--- src/hw/rtl/dfpa_pkg.sv ---
package dfpa_pkg;

    // Frame layout
    localparam logic [7:0] HEADER_BYTE  = 8'hAA;
    localparam logic [7:0] COMMAND_BYTE = 8'hC0;
    localparam logic [7:0] TAIL_BYTE    = 8'hAB;

    localparam int BYTE_W   = 8;
    localparam int POS_W    = 4;
    localparam int READ_W   = 16;
    localparam int SUM_W    = 24;
    localparam int COUNT_W  = 8;
    localparam int DIV_CNT_W = $clog2(SUM_W);

    // Byte positions inside a frame
    localparam logic [POS_W-1:0] POS_HUNT     = 4'd0;
    localparam logic [POS_W-1:0] POS_COMMAND  = 4'd1;
    localparam logic [POS_W-1:0] POS_FINE_LO  = 4'd2;
    localparam logic [POS_W-1:0] POS_FINE_HI  = 4'd3;
    localparam logic [POS_W-1:0] POS_COARSE_LO = 4'd4;
    localparam logic [POS_W-1:0] POS_COARSE_HI = 4'd5;
    localparam logic [POS_W-1:0] POS_SUM_LAST = 4'd7;
    localparam logic [POS_W-1:0] POS_CHECK    = 4'd8;
    localparam logic [POS_W-1:0] POS_TAIL     = 4'd9;

    typedef enum logic [1:0] {
        FS_GOOD      = 2'd0,
        FS_CHECKSUM  = 2'd1,
        FS_BAD_FRAME = 2'd2
    } t_frame_status;

    typedef enum logic [1:0] {
        AS_ALL_GOOD    = 2'd0,
        AS_SOME_FAILED = 2'd1,
        AS_ALL_FAILED  = 2'd2
    } t_avg_status;

    // Sequencer states
    typedef enum logic [4:0] {
        S_IDLE        = 5'b00001,
        S_FINE_GO     = 5'b00010,
        S_FINE_WAIT   = 5'b00100,
        S_COARSE_GO   = 5'b01000,
        S_COARSE_WAIT = 5'b10000
    } t_state;

    // Result word, last field in the lowest bits
    typedef struct packed {
        logic [2:0]        pad;
        t_avg_status       average_status;
        logic [READ_W-1:0] avg_pm10_tenths;
        logic [READ_W-1:0] avg_pm25_tenths;
        logic              average_ready;
        t_frame_status     frame_status;
        logic [READ_W-1:0] pm10_tenths;
        logic [READ_W-1:0] pm25_tenths;
    } t_result;

    // Divider request from the sequencer
    typedef struct packed {
        logic               start;
        logic [SUM_W-1:0]   dividend;
        logic [COUNT_W-1:0] divisor;
    } t_div_req;

endpackage

--- src/hw/rtl/dfpa_div.sv ---
module dfpa_div (
    input  logic                              i_clk,
    input  logic                              i_rst_n,
    input  dfpa_pkg::t_div_req                i_req,
    output logic                              o_done,
    output logic [dfpa_pkg::SUM_W-1:0]        o_quotient
);

    logic [dfpa_pkg::COUNT_W-1:0]   r_rem;
    logic [dfpa_pkg::SUM_W-1:0]     r_quo;
    logic [dfpa_pkg::COUNT_W-1:0]   r_divisor;
    logic [dfpa_pkg::DIV_CNT_W-1:0] r_cnt;
    logic                           r_busy;
    logic                           r_done;
    logic [dfpa_pkg::COUNT_W:0]     trial;
    logic [dfpa_pkg::COUNT_W:0]     diff;
    logic                           fits;

    // One restoring step: shift in the next dividend bit, subtract if it fits
    always_comb begin
        trial = {r_rem, r_quo[dfpa_pkg::SUM_W-1]};
        diff  = trial - {1'b0, r_divisor};
        fits  = (trial >= {1'b0, r_divisor});
    end

    // Control: load on start, count one bit a cycle
    always_ff @(posedge i_clk) begin
        if (!i_rst_n) begin
            r_busy <= 1'b0;
            r_done <= 1'b0;
            r_cnt  <= '0;
        end else begin
            r_done <= 1'b0;
            if (i_req.start) begin
                r_busy <= 1'b1;
                r_cnt  <= '0;
            end else if (r_busy) begin
                r_cnt <= r_cnt + 1'b1;
                if (r_cnt == dfpa_pkg::DIV_CNT_W'(dfpa_pkg::SUM_W - 1)) begin
                    r_busy <= 1'b0;
                    r_done <= 1'b1;
                end
            end
        end
    end

    // Datapath: remainder and quotient shift register
    always_ff @(posedge i_clk) begin
        if (i_req.start) begin
            r_rem     <= '0;
            r_quo     <= i_req.dividend;
            r_divisor <= i_req.divisor;
        end else if (r_busy) begin
            r_rem <= fits ? diff[dfpa_pkg::COUNT_W-1:0] : trial[dfpa_pkg::COUNT_W-1:0];
            r_quo <= {r_quo[dfpa_pkg::SUM_W-2:0], fits};
        end
    end

    assign o_done     = r_done;
    assign o_quotient = r_quo;

endmodule

--- src/hw/rtl/dust_frame_parser_averager_core.sv ---
// A frame's last byte gives its result word in the next cycle; when it closes an
// averaging window that holds a good frame, the word follows two 24-step passes
// of the shared divider.
// Throughput: one byte per cycle, except during those divider passes and while a
// frame's last byte waits for the previous result word to be taken.
// Reset: synchronous, active low; clears parser position, sums, counters and
// output valid, and sets average_count to 1.
module dust_frame_parser_averager_core (
    input  logic        i_clk,
    input  logic        i_rst_n,
    // configuration: average_count
    input  logic        i_cfg_we,
    input  logic [7:0]  i_cfg_wdata,
    // input stream
    input  logic        s_axis_tvalid,
    output logic        s_axis_tready,
    input  logic [7:0]  s_axis_tdata,   // [7:0] rx_byte
    // result stream
    output logic        m_axis_tvalid,
    input  logic        m_axis_tready,
    output logic [71:0] m_axis_tdata    // [15:0] pm25_tenths, [31:16] pm10_tenths,
                                        // [33:32] frame_status, [34] average_ready,
                                        // [50:35] avg_pm25_tenths,
                                        // [66:51] avg_pm10_tenths,
                                        // [68:67] average_status, [71:69] zero
);

    localparam int SW = dfpa_pkg::SUM_W;
    localparam int CW = dfpa_pkg::COUNT_W;
    localparam int RW = dfpa_pkg::READ_W;

    dfpa_pkg::t_state          r_state, n_state;
    logic [dfpa_pkg::POS_W-1:0] r_pos, n_pos;
    logic [7:0]                r_chk_run, n_chk_run;
    logic [7:0]                r_cmd, n_cmd;
    logic [7:0]                r_chk, n_chk;
    logic [RW-1:0]             r_fine, n_fine;
    logic [RW-1:0]             r_coarse, n_coarse;
    logic [SW-1:0]             r_fine_sum, n_fine_sum;
    logic [SW-1:0]             r_coarse_sum, n_coarse_sum;
    logic [CW-1:0]             r_good, n_good;
    logic [CW-1:0]             r_att, n_att;
    logic [CW-1:0]             r_avg_count;
    logic                      r_out_valid, n_out_valid;
    dfpa_pkg::t_result         r_out, n_out;

    dfpa_pkg::t_div_req        div_req;
    logic                      div_done;
    logic [SW-1:0]             div_quo;

    logic                      in_acc;
    logic                      out_acc;
    logic [7:0]                b;
    dfpa_pkg::t_frame_status   fstat;
    logic [CW-1:0]             window;
    logic [CW-1:0]             att_inc;
    logic [CW-1:0]             good_inc;
    logic [SW-1:0]             fine_add;
    logic [SW-1:0]             coarse_add;

    assign b       = s_axis_tdata;
    assign in_acc  = s_axis_tvalid && s_axis_tready;
    assign out_acc = m_axis_tvalid && m_axis_tready;

    // Take bytes only when idle; hold a frame's last byte while a result waits
    assign s_axis_tready = (r_state == dfpa_pkg::S_IDLE) &&
                           (!r_out_valid || (r_pos != dfpa_pkg::POS_TAIL));

    // Frame check and window update for the last byte
    always_comb begin
        if ((r_cmd != dfpa_pkg::COMMAND_BYTE) || (b != dfpa_pkg::TAIL_BYTE)) begin
            fstat = dfpa_pkg::FS_BAD_FRAME;
        end else if (r_chk_run != r_chk) begin
            fstat = dfpa_pkg::FS_CHECKSUM;
        end else begin
            fstat = dfpa_pkg::FS_GOOD;
        end
        fine_add   = r_fine_sum + SW'(r_fine);
        coarse_add = r_coarse_sum + SW'(r_coarse);
        good_inc   = r_good + 1'b1;
        att_inc    = r_att + 1'b1;
        window     = (r_avg_count == '0) ? CW'(1) : r_avg_count;
    end

    // Divider requests from the go states
    always_comb begin
        div_req.start    = (r_state == dfpa_pkg::S_FINE_GO) ||
                           (r_state == dfpa_pkg::S_COARSE_GO);
        div_req.dividend = (r_state == dfpa_pkg::S_COARSE_GO) ? r_coarse_sum : r_fine_sum;
        div_req.divisor  = r_good;
    end

    // Parser and sequencer
    always_comb begin
        n_state      = r_state;
        n_pos        = r_pos;
        n_chk_run    = r_chk_run;
        n_cmd        = r_cmd;
        n_chk        = r_chk;
        n_fine       = r_fine;
        n_coarse     = r_coarse;
        n_fine_sum   = r_fine_sum;
        n_coarse_sum = r_coarse_sum;
        n_good       = r_good;
        n_att        = r_att;
        n_out_valid  = r_out_valid;
        n_out        = r_out;

        if (out_acc) begin
            n_out_valid = 1'b0;
        end

        case (r_state)
            dfpa_pkg::S_IDLE: begin
                if (in_acc) begin
                    if ((r_pos == dfpa_pkg::POS_HUNT) || (r_pos > dfpa_pkg::POS_TAIL)) begin
                        // hunt: drop everything but the header
                        n_pos = dfpa_pkg::POS_HUNT;
                        if (b == dfpa_pkg::HEADER_BYTE) begin
                            n_pos     = dfpa_pkg::POS_COMMAND;
                            n_chk_run = '0;
                        end
                    end else if (r_pos != dfpa_pkg::POS_TAIL) begin
                        // collect frame bytes
                        n_pos = r_pos + 1'b1;
                        if ((r_pos >= dfpa_pkg::POS_FINE_LO) &&
                            (r_pos <= dfpa_pkg::POS_SUM_LAST)) begin
                            n_chk_run = r_chk_run + b;
                        end
                        case (r_pos)
                            dfpa_pkg::POS_COMMAND:   n_cmd = b;
                            dfpa_pkg::POS_FINE_LO:   n_fine[7:0] = b;
                            dfpa_pkg::POS_FINE_HI:   n_fine[15:8] = b;
                            dfpa_pkg::POS_COARSE_LO: n_coarse[7:0] = b;
                            dfpa_pkg::POS_COARSE_HI: n_coarse[15:8] = b;
                            dfpa_pkg::POS_CHECK:     n_chk = b;
                            default: ;
                        endcase
                    end else begin
                        // tail byte: frame complete
                        n_pos = dfpa_pkg::POS_HUNT;
                        n_out.pad          = '0;
                        n_out.frame_status = fstat;
                        n_out.pm25_tenths  = '0;
                        n_out.pm10_tenths  = '0;
                        n_out.avg_pm25_tenths = '0;
                        n_out.avg_pm10_tenths = '0;
                        n_out.average_status  = dfpa_pkg::AS_ALL_GOOD;
                        n_att = att_inc;
                        if (fstat == dfpa_pkg::FS_GOOD) begin
                            n_out.pm25_tenths = r_fine;
                            n_out.pm10_tenths = r_coarse;
                            n_fine_sum   = fine_add;
                            n_coarse_sum = coarse_add;
                            n_good       = good_inc;
                        end
                        n_out.average_ready = (att_inc >= window);
                        if (att_inc < window) begin
                            n_out_valid = 1'b1;
                        end else if (n_good == '0) begin
                            // all attempts failed: zero averages
                            n_out.average_status = dfpa_pkg::AS_ALL_FAILED;
                            n_out_valid  = 1'b1;
                            n_fine_sum   = '0;
                            n_coarse_sum = '0;
                            n_good       = '0;
                            n_att        = '0;
                        end else begin
                            n_out.average_status = (n_good == att_inc) ?
                                dfpa_pkg::AS_ALL_GOOD : dfpa_pkg::AS_SOME_FAILED;
                            n_state = dfpa_pkg::S_FINE_GO;
                        end
                    end
                end
            end
            dfpa_pkg::S_FINE_GO: begin
                n_state = dfpa_pkg::S_FINE_WAIT;
            end
            dfpa_pkg::S_FINE_WAIT: begin
                if (div_done) begin
                    n_out.avg_pm25_tenths = div_quo[RW-1:0];
                    n_state = dfpa_pkg::S_COARSE_GO;
                end
            end
            dfpa_pkg::S_COARSE_GO: begin
                n_state = dfpa_pkg::S_COARSE_WAIT;
            end
            dfpa_pkg::S_COARSE_WAIT: begin
                if (div_done) begin
                    // publish result and clear the window
                    n_out.avg_pm10_tenths = div_quo[RW-1:0];
                    n_out_valid  = 1'b1;
                    n_fine_sum   = '0;
                    n_coarse_sum = '0;
                    n_good       = '0;
                    n_att        = '0;
                    n_state      = dfpa_pkg::S_IDLE;
                end
            end
            default: begin
                n_state = dfpa_pkg::S_IDLE;
            end
        endcase
    end

    // Control registers
    always_ff @(posedge i_clk) begin
        if (!i_rst_n) begin
            r_state      <= dfpa_pkg::S_IDLE;
            r_pos        <= dfpa_pkg::POS_HUNT;
            r_chk_run    <= '0;
            r_fine_sum   <= '0;
            r_coarse_sum <= '0;
            r_good       <= '0;
            r_att        <= '0;
            r_out_valid  <= 1'b0;
            r_avg_count  <= CW'(1);
        end else begin
            r_state      <= n_state;
            r_pos        <= n_pos;
            r_chk_run    <= n_chk_run;
            r_fine_sum   <= n_fine_sum;
            r_coarse_sum <= n_coarse_sum;
            r_good       <= n_good;
            r_att        <= n_att;
            r_out_valid  <= n_out_valid;
            if (i_cfg_we) begin
                r_avg_count <= i_cfg_wdata;
            end
        end
    end

    // Payload registers
    always_ff @(posedge i_clk) begin
        r_cmd    <= n_cmd;
        r_chk    <= n_chk;
        r_fine   <= n_fine;
        r_coarse <= n_coarse;
        r_out    <= n_out;
    end

    dfpa_div u_div (
        .i_clk      (i_clk),
        .i_rst_n    (i_rst_n),
        .i_req      (div_req),
        .o_done     (div_done),
        .o_quotient (div_quo)
    );

    assign m_axis_tvalid = r_out_valid;
    assign m_axis_tdata  = r_out;

    // Bytes are only taken while the sequencer is idle
    a_ready_idle: assert property (@(posedge i_clk) disable iff (!i_rst_n)
        s_axis_tready |-> (r_state == dfpa_pkg::S_IDLE))
        else $error("input ready outside idle");

    // Divider finishes only while the sequencer waits for it
    a_div_done_wait: assert property (@(posedge i_clk) disable iff (!i_rst_n)
        div_done |-> ((r_state == dfpa_pkg::S_FINE_WAIT) ||
                      (r_state == dfpa_pkg::S_COARSE_WAIT)))
        else $error("divider done outside a wait state");

    // A failed frame carries zero readings
    a_bad_zero: assert property (@(posedge i_clk) disable iff (!i_rst_n)
        (m_axis_tvalid && (r_out.frame_status != dfpa_pkg::FS_GOOD)) |->
        ((r_out.pm25_tenths == '0) && (r_out.pm10_tenths == '0)))
        else $error("failed frame with nonzero readings");

    // Window counters clear when a window result is published
    a_window_clear: assert property (@(posedge i_clk) disable iff (!i_rst_n)
        ($rose(r_out_valid) && r_out.average_ready) |->
        ((r_att == '0) && (r_good == '0)))
        else $error("window counters not cleared");

    // Parser position never leaves the frame range
    a_pos_range: assert property (@(posedge i_clk) disable iff (!i_rst_n)
        r_pos <= dfpa_pkg::POS_TAIL)
        else $error("parser position out of range");

endmodule

--- config.mk ---
export PLATFORM = sky130hd
export DESIGN_NAME = dust_frame_parser_averager_core
export DESIGN_NICKNAME = d
export VERILOG_FILES = /design/src/hw/rtl/dfpa_pkg.sv /design/src/hw/rtl/dfpa_div.sv /design/src/hw/rtl/dust_frame_parser_averager_core.sv
export SDC_FILE = /design/constraint.sdc
export NUM_CORES = 1
export LEC_CHECK = 0
export BUFFER_PORTS_ARGS = -buffer_cell sky130_fd_sc_hd__buf_2
export CAP_MARGIN = 30
export CORE_MARGIN = 2
export CORE_UTILIZATION = 28
export CTS_CLUSTER_SIZE = 28
export DETAILED_ROUTE_END_ITERATION = 12
export GPL_TIMING_DRIVEN = 1
export SLEW_MARGIN = 20
export SYNTH_ARGS = -nofsm -noshare
export SYNTH_HDL_FRONTEND = slang
export SYNTH_HIERARCHICAL = 1
export SYNTH_SLANG_ARGS = --single-unit
--- constraint.sdc ---
create_clock -name i_clk -period 4 [get_ports i_clk]
set_input_delay 0.4 -clock i_clk [delete_from_list [all_inputs] [get_ports i_clk]]
set_output_delay 0.4 -clock i_clk [all_outputs]
set_load 0.05 [all_outputs]
[Word-level counts from Yosys, hierarchy flattened]
Cells that the tools add are included.
Storage, ports and cells
  register bits after elaboration: 254
  bits of input ports: 21
  output and inout port bits: 74
Operators by class
  $add $sub $neg: 8
  $lt $le $gt $ge: 6
  equality and inequality tests: 26
  mux-type cells: 76
  bitwise gates (word level): 4
  reductions and logical operators: 33
Operator list (number)
  $mux W24: 16
  $mux W67: 3
  $mux W8: 22
  $pmux W24 S2: 2
  $pmux W16 S2: 2
  $add A24 B16 Y24: 2
  $reduce_and A5 Y1: 9
  $mux W5: 7
  $mux W32: 1
  $pmux W8 S2: 2
  $pmux W5 S5: 1
  $add A8 B1 Y8 const B: 2
  $logic_not A8 Y1: 2
  $mux W16: 1
  $ne A8 B8 Y1 const B: 2
  $mux W1: 14
  $eq A5 B5 Y1 const B: 2
  $ne A2 B2 Y1 const B: 5
  $reduce_bool A2 Y1: 5
  $ge A9 B8 Y1: 1
  $add A8 B8 Y8: 1
  $eq A4 B2 Y1 const B: 2
  $eq A4 B3 Y1 const B: 2
  $eq A8 B8 Y1: 1
  32 further kinds: 46

[Depth between registers and ports, before layout]
Gate-level depths: netlist (run 1).
  depth after elaboration: 16
  depth in mapped cells: 13
  mapped depth without buffers: 11

[By module]
The synthesis (run 1) kept the hierarchy.
Modules (own cells, without submodules)
  dust_frame_parser_averager_core: instances 1, cells an instance 1023, area an instance 10687.8 µm²
  dfpa_div: instances 1, cells an instance 197, area an instance 2342.2 µm²

[Worst setup path before layout (run 1)]
Ideal clock, no wire load.
  kind: register -> register
  start: register r_state[3]
  end: register r_fine_sum[11]
  library setup time: 73 ps
  arrival time: 3788 ps
  data required time: 3927 ps
  setup slack: 139 ps
  stages on the path, launching flop included: 12
  clock period less this slack: 3861 ps
  cells stage by stage: dfxtp_1 > clkbuf_1 > nor3_1 > nand4b_1 > or3_1 > clkbuf_1 > inv_1 > a21oi_1 > inv_1 > nand2_1 > or4_1 > a21oi_1
On the way
  longest elaborated chain between the ends: 5
  elaborated cells on any way between the ends: 11
  classes of those cells: eq/ne (6); mux (1); reduce/logical (4)
Ends and longest elaborated chain
  from (decl): line dust_frame_parser_averager_core.sv:32  | dfpa_pkg::t_state r_state, n_state;
  from (signal assigned): line dust_frame_parser_averager_core.sv:209  | r_state <= dfpa_pkg::S_IDLE;
  from (signal assigned): line dust_frame_parser_averager_core.sv:219  | r_state <= n_state;
  $eq A5 B1 Y1: line dust_frame_parser_averager_core.sv:66, dust_frame_parser_averager_core.sv:113
  $logic_and A1 B1 Y1: line dust_frame_parser_averager_core.sv:66  | assign s_axis_tready = (r_state == dfpa_pkg::S_IDLE) &&
  $logic_and A1 B1 Y1: line dust_frame_parser_averager_core.sv:62  | assign in_acc = s_axis_tvalid && s_axis_tready;
  $ne A2 B2 Y1 (no line)
  $reduce_and A5 Y1 (no line)
  to (signal assigned): line dust_frame_parser_averager_core.sv:222  | r_fine_sum <= n_fine_sum;
  to (decl): line dust_frame_parser_averager_core.sv:39  | logic [SW-1:0] r_fine_sum, n_fine_sum;
Several ways; a longest one is shown, not always the timed one.
A chain may end at the register's enable or synchronous reset.

[Worst setup path in the final report (run 1)]
  start: register r_att[0]
  end: register r_fine_sum[3]
On the way
  longest elaborated chain between the ends: 7
Ends and longest elaborated chain
  from (decl): line dust_frame_parser_averager_core.sv:42  | logic [CW-1:0] r_att, n_att;
  from (signal assigned): line dust_frame_parser_averager_core.sv:225  | r_att <= n_att;
  $add A8 B1 Y8: line dust_frame_parser_averager_core.sv:81  | att_inc = r_att + 1'b1;
  $lt A8 B8 Y1: line dust_frame_parser_averager_core.sv:158  | if (att_inc < window) begin
  $mux W24: line dust_frame_parser_averager_core.sv:158
  $mux W24: line dust_frame_parser_averager_core.sv:123  | end else if (r_pos != dfpa_pkg::POS_TAIL) begin
  $mux W24: line dust_frame_parser_averager_core.sv:116  | if ((r_pos == dfpa_pkg::POS_HUNT) || (r_pos > dfpa_pkg::POS_TAIL)) begin
  $mux W24: line dust_frame_parser_averager_core.sv:115  | if (in_acc) begin
  $pmux W24 S2: line dust_frame_parser_averager_core.sv:113  | case (r_state)
No other way between the ends. The select of a mux whose other input is x is not followed.

==> impl_metrics.csv, run 1 <==
group,metric,value,unit
drt,drt_iter0_drc,612,
critical_path,timing.rr.end,"r_fine_sum[3]",
global_routing,first_global_vias,9252,
timing,clock_skew,0.0212,ns
drt,route.detailed.drc,0,
clock_tree,cts.sinks,254,
clock_tree,ctsResizeCount,0,
logic_synthesis,synth-warning-count,6,
clock_tree,clock_latency,0.56,ns
drt,avgViaCountPerCell,4.99,
critical_path,crit_required,4.49,ns
final_layout,area_growth_syn_to_layout,16.3,%
drt,ant_nets,0,
floorplan,initial_core_util,28.2,%
critical_path,r2r_start,"r_att[0]",
worst_hold_path,hp-class,"in -> reg",
worst_hold_path,timing.hold.worst.start,"i_cfg_wdata[0]",
logic_synthesis,synth_top_area_cell,"edfxtp_1",
critical_path,path_max_fanout,11,
floorplan,die_area,0.0483,mm²
clock_tree,cts_buffers,27,
floorplan,die_width,220,µm
floorplan,ios,95,
timing,max-slew-margin-rel,38.2,%
timing,setup-tns-final,0,ns
timing,rsz0062_at_grt,"no",
job,cap_violations,0,
clock_tree,postCtsHoldBufs,0,
final_layout,drive_gt1_share,18.0,%
clock_tree,htree_levels,1,
drt,num_vias,9688,
final_layout,fin_area,0.0152,mm²
timing,clock.fmax,278,MHz
timing,setup_viol,0,
final_layout,diodes,0,
global_routing,grt_usage,13.2,%
critical_path,end_kind,"flip-flop",
timing,finalCriticalPeriod,3.60,ns
global_routing,grt_pass1_wl,50500,µm
global_routing,antenna_found_initial,0,
clock_tree,clock-root-buffer,"clkbuf_16",
logic_synthesis,syn_inst,1220,
logic_synthesis,syn_area_per_cell,10.7,µm²
logic_synthesis,yosysSeqAreaShare,50.5,%
final_layout,final_common_cell,"edfxtp_1",
power,p_leak,5.65,nW
place,place_hpwl,23800,µm
critical_path,crit_arrival,4.09,ns
worst_hold_path,worstHoldPathCells,3,
logic_synthesis,async_flop_share,0,%
drt,wl,32400,µm
drt,wl_per_cell,16.7,µm
global_routing,grt_max_degree,41,
timing,timing.final.crit_share,90.0,%
timing,drv_slew,0,
final_layout,nNetsFinal,1399,
logic_synthesis,ys_types,82,
run_status,status,"finished clean",
clock_tree,path_clk_slew,0.07,ns
timing,hold_viol,0,
logic_synthesis,dominantRegCellSynth,"edfxtp_1",
power,ir_drop,0.276,mV
logic_synthesis,synth_area,0.0130,mm²
timing,worst_pin_slew,0.917,ns
critical_path,reg2reg_depth,11,
place,dpl_cell_area,0.0142,mm²
drt,first_pass_iters,5,
final_layout,final_cell_mix,"edfxtp_1 (149), dfxtp_1 (105), buf_2 (94), nor2_1 (93), nand2_1 (81)",
clock_tree,cts_tree,"yes",
critical_path,rrSetupSlack,0.40,ns
worst_hold_path,min_to,"r_avg_count[0]",
critical_path,crit_type,"reg -> reg",
place,place_congestion,0.880,
global_routing,gr-total-overflow,0,
clock_tree,post-cts-setup-buffers,0,
place,numPortBuffers,91,
logic_synthesis,synth_top_area_share,34.3,%
logic_synthesis,synth_area_leaders,"edfxtp_1 (34%), dfxtp_1 (16%), ha_1 (5.6%)",
power,power_density,374,mW/mm²
clock_tree,clk_path_buf_depth,3,
logic_synthesis,synth_edf_count,149,
floorplan,fp-row-count,79,
critical_path,start_kind,"flip-flop",
logic_synthesis,synth_seq_cells,254,
floorplan,die_h,220,µm
power,p_total,5.66,mW
floorplan,core_area,0.0463,mm²
timing,fin_hold_ws,0.0713,ns
==> power by group <==
group / leakage, nW / internal (mW) / switching (mW)
Sequential: 2.23 / 2.77 / 0.0211
Clock: 0.441 / 1.51 / 1.06
Combinational: 2.98 / 0.116 / 0.185
Total: 5.65 / 4.40 / 1.26
==> sequential cells by signal, summed over array words and instances (netlist names), 8 cells and up <==
register and flops:
m_axis_tdata 69, r_att 8, r_avg_count 8, r_chk 8, r_chk_run 8, r_cmd 8
r_coarse 16, r_coarse_sum 24, r_fine 16, r_fine_sum 24, r_good 8, u_div/o_quotient 24
u_div/r_divisor 8, u_div/r_rem 8
==> worst max-delay path by stage <==
stage / startpoint / to / cells after the start
6_report: r_att[0] / r_fine_sum[3] / 11
5_1_grt: r_att[0] / r_fine_sum[3] / 11
4_1_cts: r_att[0] / r_fine_sum[3] / 11
3_5_place_dp: s_axis_tdata[6] / r_fine_sum[3] / 9
3_3_place_gp: s_axis_tdata[6] / r_fine_sum[3] / 9
2_1_floorplan: r_state[3] / r_fine_sum[11] / 11
==> cells by family (layout without fill, tap and decap cells) <==
family | after synthesis | count (layout) | synth area share [%]
flip-flops | 254 | 254 | 50.5
AND/OR/NAND/NOR | 406 | 406 | 16.2
buffers and inverters | 95 | 209 | 3.01
multiplexers | 62 | 62 | 5.21
AO/OA/AOI/OAI | 273 | 273 | 14.4
XOR/XNOR | 67 | 67 | 4.50
other | 1 | 3 | 0.0288
adder cells (fa/ha/maj) | 62 | 62 | 6.18
==> layer usage <==
layer	part of all wire [%]	global-route usage (%)	vias up
met4	2.2	3.04	0
met1	49	18.8	4742
met2	44	20.6	225
li1	-	-	4670
met3	5.6	2.65	51
met5	0	0	-
==> synth_stat cells, drive strengths merged (19+ instances only) <==
master / count
edfxtp: 149
a21oi: 76
nand2: 82
o21ai: 60
xor2: 27
a31oi: 19
inv: 41
and2: 73
dfxtp: 105
nor2: 93
nand3: 27
xnor2: 40
ha: 58
clkbuf: 39
a21o: 20
mux2: 47
nor3: 32
==> critical path, cell delays in order (launching register included) <==
cell and delay, ns:
dfxtp_1 0.46, ha_1 0.27, nand3_1 0.13, nor2_1 0.17, xor2_1 0.29, ha_1 0.30, a21o_1 0.16, a21oi_1 0.18
o21ai_0 0.36, a211oi_4 0.44, a21o_1 0.58, o2bb2ai_1 0.17
==> metrics by stage <==
stage / setup slack [ns] / cells / utilization [%]
2_1_floorplan: 0.139 / 1222 / -
3_3_place_gp: 0.510 / 1890 / 30.7
3_5_place_dp: 0.429 / 1893 / 30.8
4_1_cts: 0.452 / 1942 / 32.7
5_1_grt: 0.159 / 1943 / 32.8
6_report: 0.402 / 1943 / 32.8
==> cell type report <==
type,instances,area (µm²)
repair buffers,117,651
fillers,4667,31100
clock buffers,34,743
well taps,607,759
flip-flops and latches,254,6580
inverters,43,161
multi-input cells,873,6100
clock inverters,15,169
Power figures use the tool's default switching activity.
==> inputs of run 2 (changes only) <==
--- a/config.mk
+++ b/config.mk
@@ -7,8 +7,10 @@
 export LEC_CHECK = 0
 export BUFFER_PORTS_ARGS = -buffer_cell sky130_fd_sc_hd__buf_2
 export CAP_MARGIN = 30
+export CORE_ASPECT_RATIO = 2
 export CORE_MARGIN = 2
 export CORE_UTILIZATION = 28
+export CTS_CLUSTER_DIAMETER = 60
 export CTS_CLUSTER_SIZE = 28
 export DETAILED_ROUTE_END_ITERATION = 12
 export GPL_TIMING_DRIVEN = 1
==> impl_metrics.csv, run 2 (synthesis gave the netlist of run 1 again) <==
group,metric,value,unit
global_routing,antenna_found_initial,0,
drt,ant_nets,0,
critical_path,crit_arrival,3.90,ns
floorplan,ios,95,
floorplan,die_area,0.0484,mm²
critical_path,cp_slowest_cell,"a21o_1",
place,place_hpwl,26300,µm
drt,met1Wirelength,13000,µm
clock_tree,postCtsHoldBufs,0,
drt,top_layer,"met4",
power,p_leak,5.56,nW
global_routing,grt_usage,14.2,%
floorplan,die_width,157,µm
critical_path,max_stage_delay,0.53,ns
floorplan,initial_core_util,28.4,%
critical_path,path_cells,"ha_1 -> nand3_1 -> nor2_1 -> xor2_1 -> ha_1 -> a21o_1 -> a21oi_1 -> o21ai_0 -> buf_2 -> a211oi_4 -> a21o_1 -> o2bb2ai_2",
job,cap_violations,0,
final_layout,diodes,0,
global_routing,grt_max_degree,41,
final_layout,largest_register_ffs,69,
drt,avgViaCountPerCell,5.07,
worst_hold_path,timing.hold.worst.start,"i_cfg_wdata[0]",
drt,route.detailed.drc,0,
timing,clock.fmax,292,MHz
final_layout,fillers,4675,
final_layout,multi_input_area,0.00609,mm²
clock_tree,clk_path_buf_depth,3,
clock_tree,clock_latency,0.55,ns
final_layout,final_cell_mix,"edfxtp_1 (149), dfxtp_1 (105), nor2_1 (93), buf_2 (92), nand2_1 (81)",
place,place_congestion,0.911,
clock_tree,post-cts-setup-buffers,0,
power,p_total,5.29,mW
clock_tree,htree_levels,1,
timing,timing.final.crit_share,85.7,%
drt,first_pass_iters,4,
drt,num_vias,9556,
critical_path,r2r_start,"r_att[0]",
timing,max-slew-margin-rel,43.2,%
power,power_density,355,mW/mm²
timing,drv_slew,0,
global_routing,gr-total-overflow,0,
critical_path,start_kind,"flip-flop",
clock_tree,ctsResizeCount,0,
critical_path,end_kind,"flip-flop",
drt,wl_per_cell,18.3,µm
worst_hold_path,hp-class,"in -> reg",
timing,finalCriticalPeriod,3.43,ns
drt,wl,34500,µm
clock_tree,cts_tree,"yes",
critical_path,rrSetupSlack,0.57,ns
final_layout,final_common_cell,"edfxtp_1",
global_routing,first_global_vias,9700,
worst_hold_path,min_to,"r_avg_count[0]",
clock_tree,clock-root-buffer,"clkbuf_16",
critical_path,reg2reg_depth,12,
timing,setup_ws,0.572,ns
floorplan,core_area,0.0458,mm²
place,dp.cells,1852,
place,numPortBuffers,91,
final_layout,final_cells,1885,
timing,worst_pin_slew,0.848,ns
clock_tree,path_clk_slew,0.10,ns
final_layout,seqCellArea,0.00658,mm²
run_status,status,"finished clean",
timing,hold_viol,0,
timing,setup-tns-final,0,ns
clock_tree,cts.sinks,254,
timing,clock_skew,0.0300,ns
timing,setup_viol,0,
floorplan,fp-row-count,111,
timing,rsz0062_at_grt,"no",
clock_tree,cts_buffers,18,
critical_path,crit_required,4.47,ns
final_layout,drive_gt1_share,17.3,%
drt,drt_iter0_drc,559,
floorplan,die_h,309,µm
worst_hold_path,worstHoldPathCells,3,
final_layout,area_growth_syn_to_layout,14.4,%
power,ir_drop,0.333,mV
critical_path,path_max_fanout,11,
final_layout,nNetsFinal,1391,
place,dpl_cell_area,0.0142,mm²
global_routing,grt_pass1_wl,53200,µm
place,preCtsSetupSlack,0.503,ns
drt,wl_met2,18900,µm
critical_path,timing.rr.end,"r_coarse_sum[4]",
final_layout,fin_area,0.0149,mm²
drt,wl_met3,1150,µm
critical_path,crit_type,"reg -> reg",
run 2: cell type report:
type | instances | share of cell area (%)
flip-flops and latches | 254 | 44.1
multi-input cells | 873 | 40.9
well taps | 565 | 4.74
repair buffers | 118 | 4.40
clock buffers | 20 | 3.21
clock inverters | 12 | 1.60
inverters | 43 | 1.08
run 2: routing by layer:
metal,global-route usage (%),vias up
met2,27.9,234
met1,14.8,4600
li1,-,4651
met3,1.19,71
met4,6.42,0
met5,0,-
run 2: worst max-delay path, delay by kind of cell (launching register included):
kind,cells,cell delay (ns)
xor+xnor,1,0.30
buf+inv,1,0.21
compound gates,6,1.52
simple gates,2,0.30
fa+ha+maj,2,0.56
flops,1,0.47
run 2: how the worst max path moves through the flow:
stage | end | start | cells after the start | slack (ns)
2_1_floorplan | r_fine_sum[11] | r_state[3] | 11 | 0.14
3_3_place_gp | r_fine_sum[3] | r_att[0] | 11 | 0.55
3_5_place_dp | r_fine_sum[3] | r_att[0] | 11 | 0.50
4_1_cts | r_coarse_sum[4] | r_att[0] | 11 | 0.44
5_1_grt | r_fine_sum[6] | r_att[0] | 12 | 0.29
6_report | r_coarse_sum[4] | r_att[0] | 12 | 0.57
run 2: through the flow:
step	hold slack [ns]	util, %
floorplan	0.403	-
global placement	0.455	31.0
detailed placement	0.462	31.0
CTS	0.0610	32.5
global route	0.0693	32.5
finish	0.0839	32.5
run 2: where the power goes:
part / total, mW / switching [mW] / internal (mW) / leakage (nW)
Sequential: 2.79 / 0.0220 / 2.77 / 2.23
Clock: 2.19 / 1.15 / 1.05 / 0.341
Combinational: 0.305 / 0.189 / 0.117 / 2.99
Total: 5.29 / 1.36 / 3.93 / 5.56
